`src/hw/rtl/dlrt_pkg.sv`:
```
// Shared types and codes for the dirty-pinned LRU residency table.
// Used by dlrt_cell, dirty_pinned_lru_residency_table and the testbench; no dependencies.
package dlrt_pkg;

    typedef struct packed {
        logic        valid;
        logic [31:0] id;
        logic [31:0] stamp;
        logic        dirty;
    } t_entry;

    localparam logic [2:0] ACT_LOOKUP = 3'd0;
    localparam logic [2:0] ACT_INSERT = 3'd1;
    localparam logic [2:0] ACT_DIRTY  = 3'd2;
    localparam logic [2:0] ACT_CLEAR  = 3'd3;
    localparam logic [2:0] ACT_TICK   = 3'd4;

    localparam logic [1:0] ST_OK       = 2'd0;
    localparam logic [1:0] ST_NOTFOUND = 2'd1;
    localparam logic [1:0] ST_FULL     = 2'd2;

    localparam logic [31:0] TIMEOUT_RESET = 32'd1000;
    localparam logic [31:0] TIME_MAX      = 32'hFFFF_FFFF;

endpackage

```
`src/hw/rtl/dlrt_cell.sv`:
```
// One cell of the rotating entry ring of the residency table.
// Depends on dlrt_pkg for the entry type.
module dlrt_cell (
    input  logic            i_clk,
    input  logic            i_rst_n,
    input  logic            i_shift,
    input  logic            i_clear,
    input  dlrt_pkg::t_entry i_entry,
    output dlrt_pkg::t_entry o_entry
);

    logic        r_valid;
    logic [31:0] r_id;
    logic [31:0] r_stamp;
    logic        r_dirty;

    always_ff @(posedge i_clk) begin
        if (!i_rst_n) begin
            r_valid <= 1'b0;
        end else if (i_clear) begin
            r_valid <= 1'b0;
        end else if (i_shift) begin
            r_valid <= i_entry.valid;
        end
    end

    always_ff @(posedge i_clk) begin
        if (i_shift) begin
            r_id    <= i_entry.id;
            r_stamp <= i_entry.stamp;
            r_dirty <= i_entry.dirty;
        end
    end

    assign o_entry = {r_valid, r_id, r_stamp, r_dirty};

endmodule

```
`src/hw/rtl/dirty_pinned_lru_residency_table.sv`:
```
// Top level of the dirty-pinned LRU residency table: control sequencer and
// the ring of dlrt_cell entries. Depends on dlrt_pkg and dlrt_cell.
//
// Usage:
//   Input beats arrive on the s_axis group: tuser carries the action, tdata
//   the object id and insert dirty mark. Each beat yields one result beat on
//   m_axis with status, slot, evicted count and occupancy.
//   The entries sit in a ring of TABLE_DEPTH cells that rotates by one cell
//   per cycle while a scan runs; every scan is one full turn of the ring.
//   Steps: clear, tick and undefined actions go straight to the result;
//   lookup and mark-dirty run a find scan; an insert runs a find scan and a
//   write scan, into a full table after a timeout scan, and with no write
//   scan if no slot is then free. One item is in work at a time; a new beat
//   is taken once the previous item has moved into the output register.
//   The timeout register must be written over the APB port only while the
//   block is idle; the block itself does not enforce it.
//   Reset empties the table, sets time to zero and the timeout to 1000.
//   When the receiver stalls, the result holds in the output register and
//   the block finishes at most one more item before it waits.
module dirty_pinned_lru_residency_table #(
    parameter int TABLE_DEPTH = 16
) (
    input  logic        i_clk,
    input  logic        i_rst_n,
    // APB configuration port
    input  logic        psel,
    input  logic        penable,
    input  logic        pwrite,
    input  logic [2:0]  paddr,
    input  logic [31:0] pwdata,
    output logic [31:0] prdata,
    output logic        pready,
    // input stream
    input  logic        s_axis_tvalid,
    output logic        s_axis_tready,
    input  logic [39:0] s_axis_tdata,  // object_id[31:0], insert_dirty[32], zero pad
    input  logic [2:0]  s_axis_tuser,  // action[2:0]
    // result stream
    output logic        m_axis_tvalid,
    input  logic        m_axis_tready,
    output logic [15:0] m_axis_tdata   // status[1:0], slot[5:2], evicted[10:6], occupancy[15:11]
);

    localparam int IW = (TABLE_DEPTH > 1) ? $clog2(TABLE_DEPTH) : 1;
    localparam int CW = $clog2(TABLE_DEPTH + 1);
    localparam logic [IW-1:0] LAST_IDX = IW'(TABLE_DEPTH - 1);
    localparam logic [CW-1:0] FULL_CNT = CW'(TABLE_DEPTH);

    typedef enum logic [2:0] {
        S_IDLE,
        S_TIMEOUT,
        S_FIND,
        S_WRITE,
        S_FIN
    } t_state;

    t_state           r_state, n_state;
    logic [IW-1:0]    r_idx, n_idx;
    logic [2:0]       r_op;
    logic [31:0]      r_id;
    logic             r_dirty;
    logic [31:0]      r_time, n_time;
    logic [31:0]      r_tmo;
    logic [CW-1:0]    r_occ, n_occ;
    logic [CW-1:0]    r_evict, n_evict;
    logic             r_best_ok, n_best_ok;
    logic [IW-1:0]    r_best, n_best;
    logic [31:0]      r_best_stamp, n_best_stamp;
    logic             r_do_ev, n_do_ev;
    logic             r_match_ok, n_match_ok;
    logic [IW-1:0]    r_match, n_match;
    logic             r_free_ok, n_free_ok;
    logic [IW-1:0]    r_free, n_free;
    logic [IW-1:0]    r_target, n_target;
    logic [1:0]       r_status, n_status;
    logic [IW-1:0]    r_slot, n_slot;
    logic             r_ov;
    logic [15:0]      r_odata;

    logic             w_accept, w_shift, w_clear, w_last, w_hv;
    logic [31:0]      w_age;
    dlrt_pkg::t_entry w_head, w_tail;
    dlrt_pkg::t_entry w_cell [TABLE_DEPTH+1];

    assign pready        = 1'b1;
    assign prdata        = paddr[2] ? 32'd0 : r_tmo;
    assign s_axis_tready = (r_state == S_IDLE);
    assign w_accept      = s_axis_tvalid && s_axis_tready;
    assign w_clear       = w_accept && (s_axis_tuser == dlrt_pkg::ACT_CLEAR);
    assign w_shift       = (r_state == S_TIMEOUT) || (r_state == S_FIND) ||
                           (r_state == S_WRITE);
    assign m_axis_tvalid = r_ov;
    assign m_axis_tdata  = r_odata;

    // Cell i takes from cell i+1; the last cell takes the edited head entry.
    assign w_cell[TABLE_DEPTH] = w_tail;
    assign w_head              = w_cell[0];

    for (genvar g = 0; g < TABLE_DEPTH; g++) begin : g_ring
        dlrt_cell u_cell (
            .i_clk   (i_clk),
            .i_rst_n (i_rst_n),
            .i_shift (w_shift),
            .i_clear (w_clear),
            .i_entry (w_cell[g+1]),
            .o_entry (w_cell[g])
        );
    end

    assign w_last = (r_idx == LAST_IDX);
    assign w_age  = r_time - w_head.stamp;
    assign w_hv   = w_head.valid && !(r_do_ev && (r_idx == r_best));

    always_comb begin
        n_state      = r_state;
        n_idx        = r_idx;
        n_time       = r_time;
        n_occ        = r_occ;
        n_evict      = r_evict;
        n_best_ok    = r_best_ok;
        n_best       = r_best;
        n_best_stamp = r_best_stamp;
        n_do_ev      = r_do_ev;
        n_match_ok   = r_match_ok;
        n_match      = r_match;
        n_free_ok    = r_free_ok;
        n_free       = r_free;
        n_target     = r_target;
        n_status     = r_status;
        n_slot       = r_slot;
        w_tail       = w_head;

        case (r_state)
            S_IDLE: begin
                n_idx      = '0;
                n_evict    = '0;
                n_best_ok  = 1'b0;
                n_do_ev    = 1'b0;
                n_match_ok = 1'b0;
                n_free_ok  = 1'b0;
                n_status   = dlrt_pkg::ST_OK;
                n_slot     = '0;
                if (w_accept) begin
                    n_state = S_FIN;
                    case (s_axis_tuser)
                        dlrt_pkg::ACT_LOOKUP, dlrt_pkg::ACT_DIRTY: n_state = S_FIND;
                        dlrt_pkg::ACT_INSERT: begin
                            n_state = (r_occ == FULL_CNT) ? S_TIMEOUT : S_FIND;
                        end
                        dlrt_pkg::ACT_CLEAR: n_occ = '0;
                        dlrt_pkg::ACT_TICK: begin
                            if (r_time != dlrt_pkg::TIME_MAX) begin
                                n_time = r_time + 32'd1;
                            end
                        end
                        default: n_state = S_FIN;
                    endcase
                end
            end
            S_TIMEOUT: begin
                if (w_head.valid && !w_head.dirty) begin
                    if (w_age > r_tmo) begin
                        w_tail.valid = 1'b0;
                        n_evict      = r_evict + CW'(1);
                        n_occ        = r_occ - CW'(1);
                    end else if (!r_best_ok || (w_head.stamp < r_best_stamp)) begin
                        n_best_ok    = 1'b1;
                        n_best       = r_idx;
                        n_best_stamp = w_head.stamp;
                    end
                end
                n_idx = r_idx + IW'(1);
                if (w_last) begin
                    n_idx   = '0;
                    n_do_ev = (n_evict == '0) && n_best_ok;
                    n_state = S_FIND;
                end
            end
            S_FIND: begin
                w_tail.valid = w_hv;
                if (r_do_ev && (r_idx == r_best)) begin
                    n_evict = r_evict + CW'(1);
                    n_occ   = r_occ - CW'(1);
                end
                if (w_hv && (w_head.id == r_id) && !r_match_ok) begin
                    n_match_ok = 1'b1;
                    n_match    = r_idx;
                    if (r_op == dlrt_pkg::ACT_LOOKUP) begin
                        w_tail.stamp = r_time;
                    end else if (r_op == dlrt_pkg::ACT_DIRTY) begin
                        w_tail.dirty = 1'b1;
                    end
                end
                if (!w_hv && !r_free_ok) begin
                    n_free_ok = 1'b1;
                    n_free    = r_idx;
                end
                n_idx = r_idx + IW'(1);
                if (w_last) begin
                    n_idx   = '0;
                    n_do_ev = 1'b0;
                    if (r_op == dlrt_pkg::ACT_INSERT) begin
                        if (n_match_ok) begin
                            n_target = n_match;
                            n_state  = S_WRITE;
                        end else if (n_free_ok) begin
                            n_target = n_free;
                            n_occ    = n_occ + CW'(1);
                            n_state  = S_WRITE;
                        end else begin
                            n_status = dlrt_pkg::ST_FULL;
                            n_state  = S_FIN;
                        end
                    end else begin
                        n_status = n_match_ok ? dlrt_pkg::ST_OK : dlrt_pkg::ST_NOTFOUND;
                        n_slot   = n_match_ok ? n_match : '0;
                        n_state  = S_FIN;
                    end
                end
            end
            S_WRITE: begin
                if (r_idx == r_target) begin
                    w_tail.valid = 1'b1;
                    w_tail.id    = r_id;
                    w_tail.stamp = r_time;
                    w_tail.dirty = r_dirty;
                end
                n_idx = r_idx + IW'(1);
                if (w_last) begin
                    n_idx   = '0;
                    n_slot  = r_target;
                    n_state = S_FIN;
                end
            end
            S_FIN: begin
                if (!r_ov || m_axis_tready) begin
                    n_state = S_IDLE;
                end
            end
            default: n_state = S_IDLE;
        endcase
    end

    always_ff @(posedge i_clk) begin
        if (!i_rst_n) begin
            r_state <= S_IDLE;
            r_idx   <= '0;
            r_time  <= '0;
            r_tmo   <= dlrt_pkg::TIMEOUT_RESET;
            r_occ   <= '0;
            r_ov    <= 1'b0;
        end else begin
            r_state <= n_state;
            r_idx   <= n_idx;
            r_time  <= n_time;
            r_occ   <= n_occ;
            if (psel && penable && pwrite && !paddr[2]) begin
                r_tmo <= pwdata;
            end
            if (r_state == S_FIN && (!r_ov || m_axis_tready)) begin
                r_ov <= 1'b1;
            end else if (m_axis_tready) begin
                r_ov <= 1'b0;
            end
        end
    end

    always_ff @(posedge i_clk) begin
        r_evict      <= n_evict;
        r_best_ok    <= n_best_ok;
        r_best       <= n_best;
        r_best_stamp <= n_best_stamp;
        r_do_ev      <= n_do_ev;
        r_match_ok   <= n_match_ok;
        r_match      <= n_match;
        r_free_ok    <= n_free_ok;
        r_free       <= n_free;
        r_target     <= n_target;
        r_status     <= n_status;
        r_slot       <= n_slot;
        if (w_accept) begin
            r_op    <= s_axis_tuser;
            r_id    <= s_axis_tdata[31:0];
            r_dirty <= s_axis_tdata[32];
        end
        if (r_state == S_FIN && (!r_ov || m_axis_tready)) begin
            r_odata <= {5'(r_occ), 5'(r_evict), 4'(r_slot), r_status};
        end
    end

    a_occ_bound: assert property (@(posedge i_clk) disable iff (!i_rst_n)
        r_occ <= FULL_CNT)
        else $error("occupancy above table depth");

    a_full_no_evict: assert property (@(posedge i_clk) disable iff (!i_rst_n)
        (r_state == S_FIN && r_status == dlrt_pkg::ST_FULL) |-> (r_evict == '0))
        else $error("refused insert reported evictions");

    a_clear_empties: assert property (@(posedge i_clk) disable iff (!i_rst_n)
        w_clear |=> (r_occ == '0))
        else $error("clear did not empty the table");

    a_idle_aligned: assert property (@(posedge i_clk) disable iff (!i_rst_n)
        (r_state == S_IDLE) |-> (r_idx == '0))
        else $error("ring not aligned while idle");

endmodule

```
`config.mk`:
```
export PLATFORM = sky130hd
export DESIGN_NAME = dirty_pinned_lru_residency_table
export DESIGN_NICKNAME = d
export VERILOG_FILES = /design/src/hw/rtl/dlrt_pkg.sv /design/src/hw/rtl/dlrt_cell.sv /design/src/hw/rtl/dirty_pinned_lru_residency_table.sv
export SDC_FILE = /design/constraint.sdc
export NUM_CORES = 1
export LEC_CHECK = 0
export BUFFER_PORTS_ARGS = -buffer_cell sky130_fd_sc_hd__buf_2
export CORE_MARGIN = 2
export CORE_UTILIZATION = 40
export DETAILED_ROUTE_END_ITERATION = 6
export SLEW_MARGIN = 0
export SYNTH_ARGS = -nofsm -noshare
export SYNTH_HDL_FRONTEND = slang
export SYNTH_SLANG_ARGS = --single-unit
```
`constraint.sdc`:
```
create_clock -name i_clk -period 32.2 [get_ports i_clk]
set_input_delay 8.05 -clock i_clk [delete_from_list [all_inputs] [get_ports i_clk]]
set_output_delay 8.05 -clock i_clk [all_outputs]
set_load 0.03 [all_outputs]
```
==> flow_summary_export.csv <==
group,metric,value,unit
route,wl_met2,31.67,mm
worst_hold_path,hold_end,"g_ring[8].u_cell.r_id[28]",
synthesis,synthTopCellsByArea,"edfxtp_1 79%, dfxtp_1 4.2%, ha_1 2.9%",
floorplan,die_area,0.1122,mm^2
job,maxCapViolations,0,
clock_network,clkLatencyLatePin,720,ps
clock_network,ctsHoldBuffers,0,
critical_path,worstSetupPathType,"in2out",
power,power_density,68.84,mW/mm^2
timing,slew_violations,0,
critical_path,critPathMaxStageDelay,570,ps
timing,rsz0062_at_grt,"false",
final_layout,nets,2826,
route,drtPass1Iterations,6,
timing,tns,0,ps
place,place_hpwl,44.57,mm
route,wl_met1,35.70,mm
grt,grt_first_pass_wirelength,114.5,mm
timing,relSlewSlack,19.16,%
final_layout,final_cells,4161,
clock_network,cts-buffers-inserted,132,
critical_path,crit_path_end_kind,"output pin",
floorplan,pin_count,136,
power,p_leak,17.05,nW
critical_path,worst-r2r-setup-slack,25510,ps
synthesis,syn_area,0.04382,mm^2
synthesis,yosys_warnings,0,
route,dr.first_iter.drc_count,2056,
clock_network,cts-root-buf,"clkbuf_16",
critical_path,crit_top_cell,"buf_2",
timing,fin_worst_skew,26.23,ps
route,postRouteAntennaNets,0,
timing,period_needed,17030,ps
synthesis,ys_seq_elements,1248,
grt,antenna_found_initial,15,
floorplan,fp.dieW,335.0,um
timing,fmax,0.05874,GHz
clock_network,post-cts-setup-buffers,0,
grt,grt_use_total,13.18,%
route,routed-wl-met3,4.197,mm
place,dp.cells,3920,
route,vias,20520,
clock_network,ctsLongestPathBuffers,3,
timing,setup_viol,0,
final_layout,layout-drive-gt1-share,14.39,%
grt,grt_start_max_net_pins,221,
clock_network,cts_tree,"yes",
worst_hold_path,hold_path_class,"reg2reg",
synthesis,yosys.cell_count.top_type,"edfxtp_1",
clock_network,post_cts_resized,0,
critical_path,crit_arrival,8980,ps
route,wl_per_cell,17.68,um
worst_hold_path,hold_path_depth,0,
critical_path,required,24150,ps
synthesis,synth_enable_flop_cells,1155,
synthesis,synth_cell_types,68,
critical_path,startpoint_type,"input pin",
status,status,"finished, final reports clean",
synthesis,synth_top_area_share,79.15,%
synthesis,yosysTopAreaCell,"edfxtp_1",
synthesis,synth-main-ff-cell,"edfxtp_1",
synthesis,yosys-top-cells-count,"1155 x edfxtp_1, 169 x nand2_1, 119 x inv_1, 114 x a21oi_1, 112 x nor2_1",
critical_path,critPathMaxFanout,34,
clock_network,clkTransAtPathRegs,60,ps
critical_path,cp_top_family,"buffers and inverters",
clock_network,cts_htree_levels,4,
synthesis,synthCells,2413,
grt,grt_pass1_vias,20670,
floorplan,chipHeight,335.0,um
synthesis,synth_nets,2599,
timing,fin_crit_sh,52.87,%
floorplan,num_rows,121,
critical_path,regToRegStartpoint,"g_ring[0].u_cell.r_stamp[0]",
synthesis,synthArstFlopShare,0,%
final_layout,fillers,9048,
timing,hold_viol_final,0,
worst_hold_path,hold_path_startpoint,"g_ring[9].u_cell.r_id[28]",
critical_path,worstRegToRegCells,22,
place,place.gp.congestion,0.8128,
critical_path,reg2reg_to,"r_best_stamp[10]",
grt,grt_overflow,0,
power,ir_drop,0.00004128,V
timing,worst_pin_slew,1213,ps
route,avgViaCountPerCell,4.931,
route,wl,73.55,mm
synthesis,ys_seq_area_share,83.40,%
floorplan,start_util,40.31,%
place,port_buffers,125,
route,routed.top_layer,"met5",
synthesis,avgSynthCellArea,18.16,um^2
critical_path,crit_chain,"buf_2 -> nor2_1 -> buf_2",
final_layout,syn_to_final_growth,15.26,%
critical_path,crit_buf_inv,2,
floorplan,core_area,0.1087,mm^2
critical_path,critPathSlowestCell,"buf_2",
clock_network,clkSinkCount,1248,
route,remaining_drc_errors,0,
-- metal layers --
layer	GRT usage [%]	vias up
met1	19.44	10280
met3	3.418	162
met4	5.124	10
met2	18.64	472
met5	0	-
li1	-	9593
-- registers in the layout, indices dropped and copies added (netlist names), 4 cells and up --
name / flops
g_ring.u_cell.r_dirty: 16
r_best: 4
r_evict: 5
r_match: 4
r_time: 32
g_ring.u_cell.r_valid: 16
r_id: 32
r_best_stamp: 32
r_idx: 4
r_occ: 5
r_tmo: 32
m_axis_tdata: 16
r_slot: 4
g_ring.u_cell.r_stamp: 512
r_target: 4
r_free: 4
g_ring.u_cell.r_id: 512
-- cell usage in the layout, fill, tap and decap left out, types with 6 or more instances in the layout --
cell type,count
buf_2,125
clkbuf_1,25
o211ai_1,13
inv_6,7
clkinv_1,24
clkbuf_16,135
nand3_1,27
a21o_1,26
and2_1,10
clkinv_2,23
nor2b_1,11
nor4_1,9
and4_1,8
xor2_1,32
o21a_1,9
a211oi_1,10
bufinv_16,13
mux2i_1,8
and3_1,6
mux2_2,43
nand4_1,35
clkinv_8,6
buf_4,15
inv_1,117
xnor2_1,68
nor3_1,14
a21oi_1,114
a2111oi_0,6
nor2_1,111
ha_1,100
nand2_1,169
o21ai_0,81
nand2b_1,9
dfxtp_1,93
edfxtp_1,1155
or3_1,16
-- per-stage QoR --
step | total power, mW | utilization, % | setup slack [ps] | hold WS [ps] | cell area [um^2]
5_1_grt | 3.612 | 46.46 | 15140 | 415.7 | 50500
4_1_cts | 3.534 | 46.46 | 15220 | 407.4 | 50500
2_1_floorplan | 2.098 | - | 1463 | 400.3 | 43820
3_3_place_gp | 2.019 | 42.51 | 15270 | 400.5 | 46210
3_5_place_dp | 2.027 | 42.51 | 15230 | 404.5 | 46210
6_report | 3.477 | 46.47 | 15170 | 406.4 | 50510
-- area by class of cell --
| class | count | area [um^2] | share of cell area, % |
|---|---|---|---|
| antenna | 2 | 5.005 | 0.009909 |
| clock buffer | 163 | 3513 | 6.956 |
| clock inverter | 76 | 782.0 | 1.548 |
| inverter | 121 | 461.7 | 0.9141 |
| multi-input combinational | 995 | 6655 | 13.18 |
| sequential | 1248 | 36550 | 72.35 |
| tap | 1414 | 1769 | 3.503 |
| timing repair buffer | 142 | 778.2 | 1.541 |
-- worst max-delay path by stage --
stage	from	end	slack, ps	depth (start not counted)
after floorplan	r_state[2]	g_ring[0].u_cell.r_dirty	1460	5
after global placement	paddr[2]	prdata[0]	15270	3
after detailed placement	paddr[2]	prdata[27]	15230	3
after CTS	paddr[2]	prdata[27]	15220	3
after global routing	paddr[2]	prdata[27]	15140	3
final	paddr[2]	prdata[30]	15170	3
-- cell families (layout without fill, tap and decap cells) --
kind of cell | count (synthesis) | after routing | share of synthesized area (%)
compound gates | 300 | 300 | 4.180
xor+xnor | 100 | 100 | 1.999
mux | 51 | 51 | 1.288
buf+inv | 170 | 502 | 1.485
flops | 1248 | 1248 | 83.40
other cells | 1 | 3 | 0.008558
fa+ha+maj | 101 | 101 | 2.901
simple gates | 442 | 442 | 4.743
-- power breakdown --
part,switching (mW),total (mW),internal [mW]
clock,0.602,1.49,0.883
combinational,0.0773,0.103,0.0256
sequential,0.0264,1.89,1.86
(Power assumes the default switching activity.)
